<file path="src/bnc_pkg.sv">
`default_nettype none
// ----------------------------------------------------------------------------
// Bucket name checker package
// Length limits, forbidden prefixes and suffixes, and the character class
// bundle shared by the checker modules.
// ----------------------------------------------------------------------------
package bnc_pkg;

    localparam int MIN_LENGTH = 3;
    localparam int MAX_LENGTH = 63;

    // The counter stops one above the longest legal name.
    localparam int CNT_W = $clog2(MAX_LENGTH + 2);

    localparam int LEAD_BYTES   = 7;
    localparam int RECENT_BYTES = 8;

    typedef logic [7:0]       char_t;
    typedef logic [CNT_W-1:0] count_t;

    localparam int PFX_XN_LEN    = 4;
    localparam int PFX_THREE_LEN = 7;
    localparam int SFX_ALIAS_LEN = 8;
    localparam int SFX_OL_LEN    = 7;

    localparam char_t PFX_XN    [PFX_XN_LEN]    = '{"x", "n", "-", "-"};
    localparam char_t PFX_THREE [PFX_THREE_LEN] = '{"s", "t", "h", "r", "e", "e", "-"};
    localparam char_t SFX_ALIAS [SFX_ALIAS_LEN] = '{"-", "s", "3", "a", "l", "i", "a", "s"};
    localparam char_t SFX_OL    [SFX_OL_LEN]    = '{"-", "-", "o", "l", "-", "s", "3"};

    typedef struct packed {
        logic is_digit;
        logic is_alnum;
        logic is_sep;
        logic is_dot;
    } char_class_t;

endpackage
`default_nettype wire

</file>
<file path="src/bnc_char_class.sv">
`default_nettype none
// ----------------------------------------------------------------------------
// Character classifier
// Sorts one name byte into digit, lowercase letter or digit, separator and dot.
// ----------------------------------------------------------------------------
module bnc_char_class
    import bnc_pkg::*;
(
    input  wire char_t       name_char,
    output char_class_t      cls
);

    logic digit;
    logic lower;

    assign digit = (name_char >= "0") && (name_char <= "9");
    assign lower = (name_char >= "a") && (name_char <= "z");

    assign cls.is_digit = digit;
    assign cls.is_alnum = digit | lower;
    assign cls.is_dot   = (name_char == ".");
    assign cls.is_sep   = (name_char == ".") || (name_char == "-");

endmodule
`default_nettype wire

</file>
<file path="src/bnc_name_tracker.sv">
`default_nettype none
// ----------------------------------------------------------------------------
// Name tracker
// Holds the running state of the name being checked and forms the verdict
// for the byte presented, as if that byte were the last.
// ----------------------------------------------------------------------------
module bnc_name_tracker
    import bnc_pkg::*;
(
    input  wire         clk,
    input  wire         rst_n,
    input  wire         advance,
    input  wire char_t  name_char,
    input  wire         last_char,
    input  wire char_class_t cls,
    output logic        name_valid
);

    count_t     count_reg,     count_next;
    char_t      lead_reg   [LEAD_BYTES];
    char_t      lead_next  [LEAD_BYTES];
    char_t      recent_reg [RECENT_BYTES];
    char_t      recent_next[RECENT_BYTES];
    logic       chars_ok_reg,  chars_ok_next;
    logic       prev_sep_reg;
    logic [1:0] groups_reg,    groups_next;
    logic [1:0] digits_reg,    digits_next;
    logic       quad_ok_reg,   quad_ok_next;

    logic pfx_xn_hit, pfx_three_hit, sfx_alias_hit, sfx_ol_hit;
    logic len_ok, is_quad;

    always_comb
    begin
        chars_ok_next = chars_ok_reg;
        if (!cls.is_alnum && !cls.is_sep)
        begin
            chars_ok_next = 1'b0;
        end
        if ((count_reg == '0) && !cls.is_alnum)
        begin
            chars_ok_next = 1'b0;
        end
        if (cls.is_sep && prev_sep_reg)
        begin
            chars_ok_next = 1'b0;
        end

        groups_next  = groups_reg;
        digits_next  = digits_reg;
        quad_ok_next = quad_ok_reg;
        if (cls.is_digit)
        begin
            if (digits_reg == 2'd3)
            begin
                quad_ok_next = 1'b0;
            end
            else
            begin
                digits_next = digits_reg + 2'd1;
            end
        end
        else if (cls.is_dot)
        begin
            if ((digits_reg == 2'd0) || (groups_reg == 2'd3))
            begin
                quad_ok_next = 1'b0;
            end
            else
            begin
                groups_next = groups_reg + 2'd1;
                digits_next = 2'd0;
            end
        end
        else
        begin
            quad_ok_next = 1'b0;
        end

        for (int i = 0; i < LEAD_BYTES; i++)
        begin
            lead_next[i] = (count_reg == CNT_W'(i)) ? name_char : lead_reg[i];
        end

        recent_next[0] = name_char;
        for (int k = 1; k < RECENT_BYTES; k++)
        begin
            recent_next[k] = recent_reg[k-1];
        end

        if (count_reg < CNT_W'(MAX_LENGTH + 1))
        begin
            count_next = count_reg + count_t'(1);
        end
        else
        begin
            count_next = count_reg;
        end
    end

    always_comb
    begin
        pfx_xn_hit    = (count_next >= CNT_W'(PFX_XN_LEN));
        pfx_three_hit = (count_next >= CNT_W'(PFX_THREE_LEN));
        sfx_alias_hit = (count_next >= CNT_W'(SFX_ALIAS_LEN));
        sfx_ol_hit    = (count_next >= CNT_W'(SFX_OL_LEN));
        for (int i = 0; i < PFX_XN_LEN; i++)
        begin
            if (lead_next[i] != PFX_XN[i]) pfx_xn_hit = 1'b0;
        end
        for (int i = 0; i < PFX_THREE_LEN; i++)
        begin
            if (lead_next[i] != PFX_THREE[i]) pfx_three_hit = 1'b0;
        end
        for (int k = 0; k < SFX_ALIAS_LEN; k++)
        begin
            if (recent_next[k] != SFX_ALIAS[SFX_ALIAS_LEN-1-k]) sfx_alias_hit = 1'b0;
        end
        for (int k = 0; k < SFX_OL_LEN; k++)
        begin
            if (recent_next[k] != SFX_OL[SFX_OL_LEN-1-k]) sfx_ol_hit = 1'b0;
        end
    end

    assign len_ok  = (count_next >= CNT_W'(MIN_LENGTH)) && (count_next <= CNT_W'(MAX_LENGTH));
    assign is_quad = quad_ok_next && (groups_next == 2'd3) && (digits_next != 2'd0);

    assign name_valid = chars_ok_next && cls.is_alnum && len_ok
                     && !pfx_xn_hit && !pfx_three_hit
                     && !sfx_alias_hit && !sfx_ol_hit && !is_quad;

    // The whole state returns to its starting values after the closing byte.
    always_ff @(posedge clk or negedge rst_n)
    begin
        if (!rst_n)
        begin
            count_reg    <= '0;
            chars_ok_reg <= 1'b1;
            prev_sep_reg <= 1'b0;
            groups_reg   <= 2'd0;
            digits_reg   <= 2'd0;
            quad_ok_reg  <= 1'b1;
            for (int i = 0; i < LEAD_BYTES; i++) lead_reg[i] <= '0;
            for (int k = 0; k < RECENT_BYTES; k++) recent_reg[k] <= '0;
        end
        else if (advance)
        begin
            if (last_char)
            begin
                count_reg    <= '0;
                chars_ok_reg <= 1'b1;
                prev_sep_reg <= 1'b0;
                groups_reg   <= 2'd0;
                digits_reg   <= 2'd0;
                quad_ok_reg  <= 1'b1;
                for (int i = 0; i < LEAD_BYTES; i++) lead_reg[i] <= '0;
                for (int k = 0; k < RECENT_BYTES; k++) recent_reg[k] <= '0;
            end
            else
            begin
                count_reg    <= count_next;
                chars_ok_reg <= chars_ok_next;
                prev_sep_reg <= cls.is_sep;
                groups_reg   <= groups_next;
                digits_reg   <= digits_next;
                quad_ok_reg  <= quad_ok_next;
                lead_reg     <= lead_next;
                recent_reg   <= recent_next;
            end
        end
    end

endmodule
`default_nettype wire

</file>
<file path="src/bucket_name_checker_top.sv">
`default_nettype none
// ----------------------------------------------------------------------------
// Bucket name checker, top level
// Streams the bytes of a storage bucket name and returns one verdict per name.
// ----------------------------------------------------------------------------
// The name arrives one byte per transfer on the input channel, with last_char
// set on the closing byte, and one verdict transfer follows each closing byte
// and nothing else. Each byte is captured in an input register, and from
// there the classifier and the name tracker update the running state and,
// on the closing byte, load the verdict into a result register, so a new
// byte can be taken in every cycle unless a closing byte is held. The only
// thing that holds the input back is a closing byte meeting a verdict that
// the consumer has not yet taken; ordinary bytes never wait. There is no
// configuration and no start-up pass: the block is ready straight after
// reset, and the tracker starts afresh after every closing byte.
// ----------------------------------------------------------------------------
module bucket_name_checker_top
    import bnc_pkg::*;
(
    input  wire         clk,
    input  wire         rst_n,
    input  wire         in_valid,
    output logic        in_ready,
    input  wire  [7:0]  name_char,
    input  wire         last_char,
    output logic        out_valid,
    input  wire         out_ready,
    output logic        name_valid
);

    // Input register stage.
    logic   s1_valid_reg;
    char_t  s1_char_reg;
    logic   s1_last_reg;

    // Result register.
    logic   out_valid_reg;
    logic   name_valid_reg;

    char_class_t cls;
    logic        verdict;
    logic        slot_free;
    logic        s1_advance;

    // The result slot can take a verdict when empty or when its verdict leaves now.
    assign slot_free  = !out_valid_reg || out_ready;
    // A byte in the input stage moves on unless it is a closing byte with nowhere to go.
    assign s1_advance = s1_valid_reg && (!s1_last_reg || slot_free);
    assign in_ready   = !s1_valid_reg || s1_advance;

    assign out_valid  = out_valid_reg;
    assign name_valid = name_valid_reg;

    bnc_char_class u_class
    (
        .name_char (s1_char_reg),
        .cls       (cls)
    );

    bnc_name_tracker u_tracker
    (
        .clk        (clk),
        .rst_n      (rst_n),
        .advance    (s1_advance),
        .name_char  (s1_char_reg),
        .last_char  (s1_last_reg),
        .cls        (cls),
        .name_valid (verdict)
    );

    always_ff @(posedge clk or negedge rst_n)
    begin
        if (!rst_n)
        begin
            s1_valid_reg  <= 1'b0;
            out_valid_reg <= 1'b0;
        end
        else
        begin
            if (in_ready)
            begin
                s1_valid_reg <= in_valid;
            end
            if (s1_advance && s1_last_reg)
            begin
                out_valid_reg <= 1'b1;
            end
            else if (out_ready)
            begin
                out_valid_reg <= 1'b0;
            end
        end
    end

    // Payload registers carry no reset.
    always_ff @(posedge clk)
    begin
        if (in_valid && in_ready)
        begin
            s1_char_reg <= name_char;
            s1_last_reg <= last_char;
        end
        if (s1_advance && s1_last_reg)
        begin
            name_valid_reg <= verdict;
        end
    end

    // An ordinary byte in the input stage never stalls the input.
    assert property (@(posedge clk) disable iff (!rst_n)
        (s1_valid_reg && !s1_last_reg) |-> in_ready)
        else $error("input stalled on an ordinary byte");

    // A closing byte facing an untaken verdict must hold the input.
    assert property (@(posedge clk) disable iff (!rst_n)
        (s1_valid_reg && s1_last_reg && out_valid_reg && !out_ready) |-> !in_ready)
        else $error("input taken while a verdict is blocked");

    // A verdict appears only after a closing byte sat in the input stage.
    assert property (@(posedge clk) disable iff (!rst_n)
        $rose(out_valid_reg) |-> $past(s1_valid_reg && s1_last_reg))
        else $error("verdict without a closing byte");

endmodule
`default_nettype wire
</file>
<file path="config.mk">
export PLATFORM = sky130hd
export DESIGN_NAME = bucket_name_checker_top
export DESIGN_NICKNAME = d
export VERILOG_FILES = /design/src/bnc_pkg.sv /design/src/bnc_char_class.sv /design/src/bnc_name_tracker.sv /design/src/bucket_name_checker_top.sv
export SDC_FILE = /design/constraint.sdc
export NUM_CORES = 1
export LEC_CHECK = 0
export ABC_CLOCK_PERIOD_IN_PS = 6600
export BUFFER_PORTS_ARGS = -buffer_cell sky130_fd_sc_hd__buf_2
export CAP_MARGIN = 20
export CORE_AREA = 2 2 178 145
export CTS_CLUSTER_SIZE = 8
export DETAILED_ROUTE_END_ITERATION = 12
export DIE_AREA = 0 0 180 147
export SYNTH_ARGS = -nofsm -noshare
export SYNTH_HDL_FRONTEND = slang
export SYNTH_SLANG_ARGS = --single-unit
</file>
<file path="constraint.sdc">
create_clock -name clk -period 6.6 [get_ports clk]
set_clock_uncertainty 0.2 [all_clocks]
set_input_delay 1.32 -clock clk [delete_from_list [all_inputs] [get_ports clk]]
set_output_delay 1.32 -clock clk [all_outputs]
set_load 0.05 [all_outputs]
</file>
==> results.sh <==
export IMPL_hold_buffers=0
export IMPL_r2r_slack_ns=3.02
export IMPL_cp_max_fo=127
export IMPL_drc=0
export IMPL_comb_power_share_pct=21.2
export IMPL_grt_max_degree=128
export IMPL_grt_pass1_vias=5238
export IMPL_drt_total_wl_um=17500
export IMPL_cts_tree="built"
export IMPL_fp_dieArea_mm2=0.0265
export IMPL_sw_frac_of_total_pct=32.2
export IMPL_endpoint_kind="primary output"
export IMPL_numCtsBuffers=17
export IMPL_drv_cap=0
export IMPL_p_leak_nw=3.39
export IMPL_cts_buffer_depth=2
export IMPL_slew_viol_final=0
export IMPL_core_area_mm2=0.0248
export IMPL_synth_most_common_cell="nand2_1"
export IMPL_worstReg2RegStart="u_tracker.count_reg[6]$_DFFE_PN0P_"
export IMPL_drtIter0Drc=535
export IMPL_power_frac_seq_pct=44.8
export IMPL_tns_ns=0
export IMPL_seq_area_frac_synth_pct=49.7
export IMPL_start_kind="flop"
export IMPL_r2r_end="name_valid$_DFFE_PP_"
export IMPL_globalplace_congestion=0.816
export IMPL_synth_common_cells="189 x nand2_1, 126 x dfrtp_1, 72 x o21ai_0"
export IMPL_nets=773
export IMPL_synth_top_flop_cell="dfrtp_1"
export IMPL_antenna_found_initial=0
export IMPL_ff2ff_path_depth=6
export IMPL_nFillCells=2525
export IMPL_fp_row_count=52
export IMPL_period_share_pct=55.4
export IMPL_cp_arrival_ns=2.13
export IMPL_area_growth_syn_to_layout_pct=12.7
export IMPL_rsz0062_at_grt="false"
export IMPL_crit_type="reg2out"
export IMPL_n_antenna_cell=0
export IMPL_cts_resized=0
export IMPL_initial_utilization_pct=28.5
export IMPL_ctsHtreeMaxLevel=4
export IMPL_dieHeight_um=147
export IMPL_syn_nets=792
export IMPL_cts_root_buffer="clkbuf_16"
export IMPL_vias=5717
export IMPL_io_pins=16
export IMPL_outcome="complete, no violations"
export IMPL_antenna_left=0
export IMPL_p_clk_share_pct=34.1
export IMPL_synth_edf_count=10
export IMPL_grt_remaining_overflow=0
export IMPL_ys_ff_latch=138
export IMPL_synthCells=774
export IMPL_critPathRequiredTime_ns=5.08
export IMPL_finalSetupViolCount=0
export IMPL_globalRouteTotalUtil_pct=13.5
export IMPL_synth_area_leaders="dfrtp_1 45%, nand2_1 10%, nand3b_1 6.2%"
export IMPL_postCtsSetupBuffers=0
export IMPL_timing_slew_headroom_pct=27.3
export IMPL_clk_pin_slew_ns=0.06
export IMPL_synth_avg_cell_area_um2=9.12
export IMPL_hold_path_class="reg2reg"
export IMPL_final_instance_count_excl_fill=1092
export IMPL_cp_endpoint="in_ready"
export IMPL_dp_hpwl_um=10400
export IMPL_synth_top_cell_by_area="dfrtp_1"
export IMPL_internal_power_mw=1.90
export IMPL_ys_async_sr_fraction_pct=92.8
export IMPL_max_freq_ghz=0.274
export IMPL_chipWidth_um=180
export IMPL_synth_cell_type_count=55
export IMPL_firstDrtPassIters=5
export IMPL_port_buffers=15
export IMPL_placed_cells=1060
export IMPL_clock_sinks=138
export IMPL_hold_viol=0
export IMPL_syn_area_mm2=0.00706
export IMPL_wire_per_inst_um=16.1
export IMPL_yosysWarnings=0
export IMPL_power_density_mw_per_mm2=353
export IMPL_worstSetupStartpoint="s1_last_reg$_DFFE_PP_"
export IMPL_grt_pass1_wl_um=28800
export IMPL_drive_gt1_share_pct=7.68
export IMPL_viasPerCell=5.24
export IMPL_ir_drop_v=0.000221
export IMPL_p_switching_mw=0.904
export IMPL_clock_latency_ns=0.43
export IMPL_worst_pin_slew_ns=1.09
export IMPL_synth_top_area_share_pct=44.7
export IMPL_fin_crit_ns=3.65
## per-stage QoR
| step | setup slack (ns) | cell area [um^2] | utilization (%) | power (mW) | hold slack [ns] |
|---|---|---|---|---|---|
| after floorplan | 3.18 | 7060 | - | 1.68 | 0.231 |
| after global placement | 3.04 | 7370 | 29.7 | 1.84 | 0.251 |
| after detailed placement | 2.99 | 7370 | 29.7 | 1.86 | 0.252 |
| after CTS | 2.90 | 7960 | 32.1 | 2.82 | 0.266 |
| after global routing | 2.76 | 7960 | 32.1 | 2.98 | 0.304 |
| final | 2.95 | 7960 | 32.1 | 2.81 | 0.259 |
## critical path, stage by stage, from the launching register on
cell      delay [ns]
edfxtp_1        0.34
buf_4           0.83
nand4b_1        0.25
buf_2           0.28
## placed cells by master, fill, tap and decap left out, types with 4 or more instances in the layout
cell type,instances
o21ai_0,72
o31ai_1,6
mux2i_1,9
nand4b_1,6
and4b_1,4
edfxtp_1,10
nor3_1,8
dfrtp_1,125
a31oi_1,4
nor4_1,6
buf_4,7
nor2b_1,10
o22ai_1,4
nor2_1,22
nor3b_1,8
clkbuf_16,17
ha_1,5
buf_2,14
nand3_1,12
nand3b_1,58
nor4bb_1,11
a22oi_1,55
a21oi_1,9
nand2_1,188
and3_1,7
nand4_1,13
inv_1,10
nand2b_1,8
## power by group through the flow
| stage | logic [mW] | registers [mW] | clock network, mW |
|---|---|---|---|
| floorplan | 0.492 | 1.19 | 0 |
| finish | 0.594 | 1.26 | 0.955 |
| global route | 0.678 | 1.29 | 1.01 |
| CTS | 0.595 | 1.25 | 0.973 |
| detailed placement | 0.594 | 1.26 | 0 |
| global placement | 0.581 | 1.26 | 0 |
## area by class of cell
class / instances / area (um^2) / share of cell area, %
Clock buffer: 19 / 433 / 5.44
Clock inverter: 13 / 151 / 1.90
Timing Repair Buffer: 22 / 134 / 1.68
Sequential cell: 138 / 3510 / 44.1
Tap cell: 324 / 405 / 5.10
Multi-Input combinational cell: 566 / 3290 / 41.3
Inverter: 10 / 37.5 / 0.472
## how the worst min path moves through the flow
stage | startpoint | end | slack, ns | cells past startpoint
after floorplan | u_tracker.recent_next[5]$_DFFE_PN0P_ | u_tracker.recent_next[5]$_DFFE_PN0P_ | 0.23 | 2
after global placement | u_tracker.recent_next[5]$_DFFE_PN0P_ | u_tracker.recent_next[5]$_DFFE_PN0P_ | 0.25 | 2
after detailed placement | u_tracker.recent_next[5]$_DFFE_PN0P_ | u_tracker.recent_next[5]$_DFFE_PN0P_ | 0.25 | 2
after CTS | u_tracker.recent_next[5]$_DFFE_PN0P_ | u_tracker.recent_next[5]$_DFFE_PN0P_ | 0.27 | 2
after global routing | u_tracker.recent_next[5]$_DFFE_PN0P_ | u_tracker.recent_next[5]$_DFFE_PN0P_ | 0.30 | 2
final | u_tracker.recent_next[5]$_DFFE_PN0P_ | u_tracker.recent_next[5]$_DFFE_PN0P_ | 0.26 | 2
## cells by family (layout without fill, tap and decap cells)
logic type                 Yosys count  in the layout  share of synthesized area [%]
DFF                                138            138                           49.7
muxes                               10             10                           1.44
AOI/OAI and AO/OA                  172            172                           15.6
adders and majority gates            5              5                          0.887
xor gates and xnor gates             2              2                          0.248
and+or+nand+nor                    377            377                           28.3
buffers and inverters               70             64                           3.83
## routing by layer
metal	vias up	GRT usage (%)	wire length [um]
met5	-	0	0
met4	0	4.15	179
met3	15	3.10	917
met2	160	19.1	7460
met1	2802	20.2	8970
li1	2740	-	-
No activity file was read; power rests on OpenSTA's default activity.
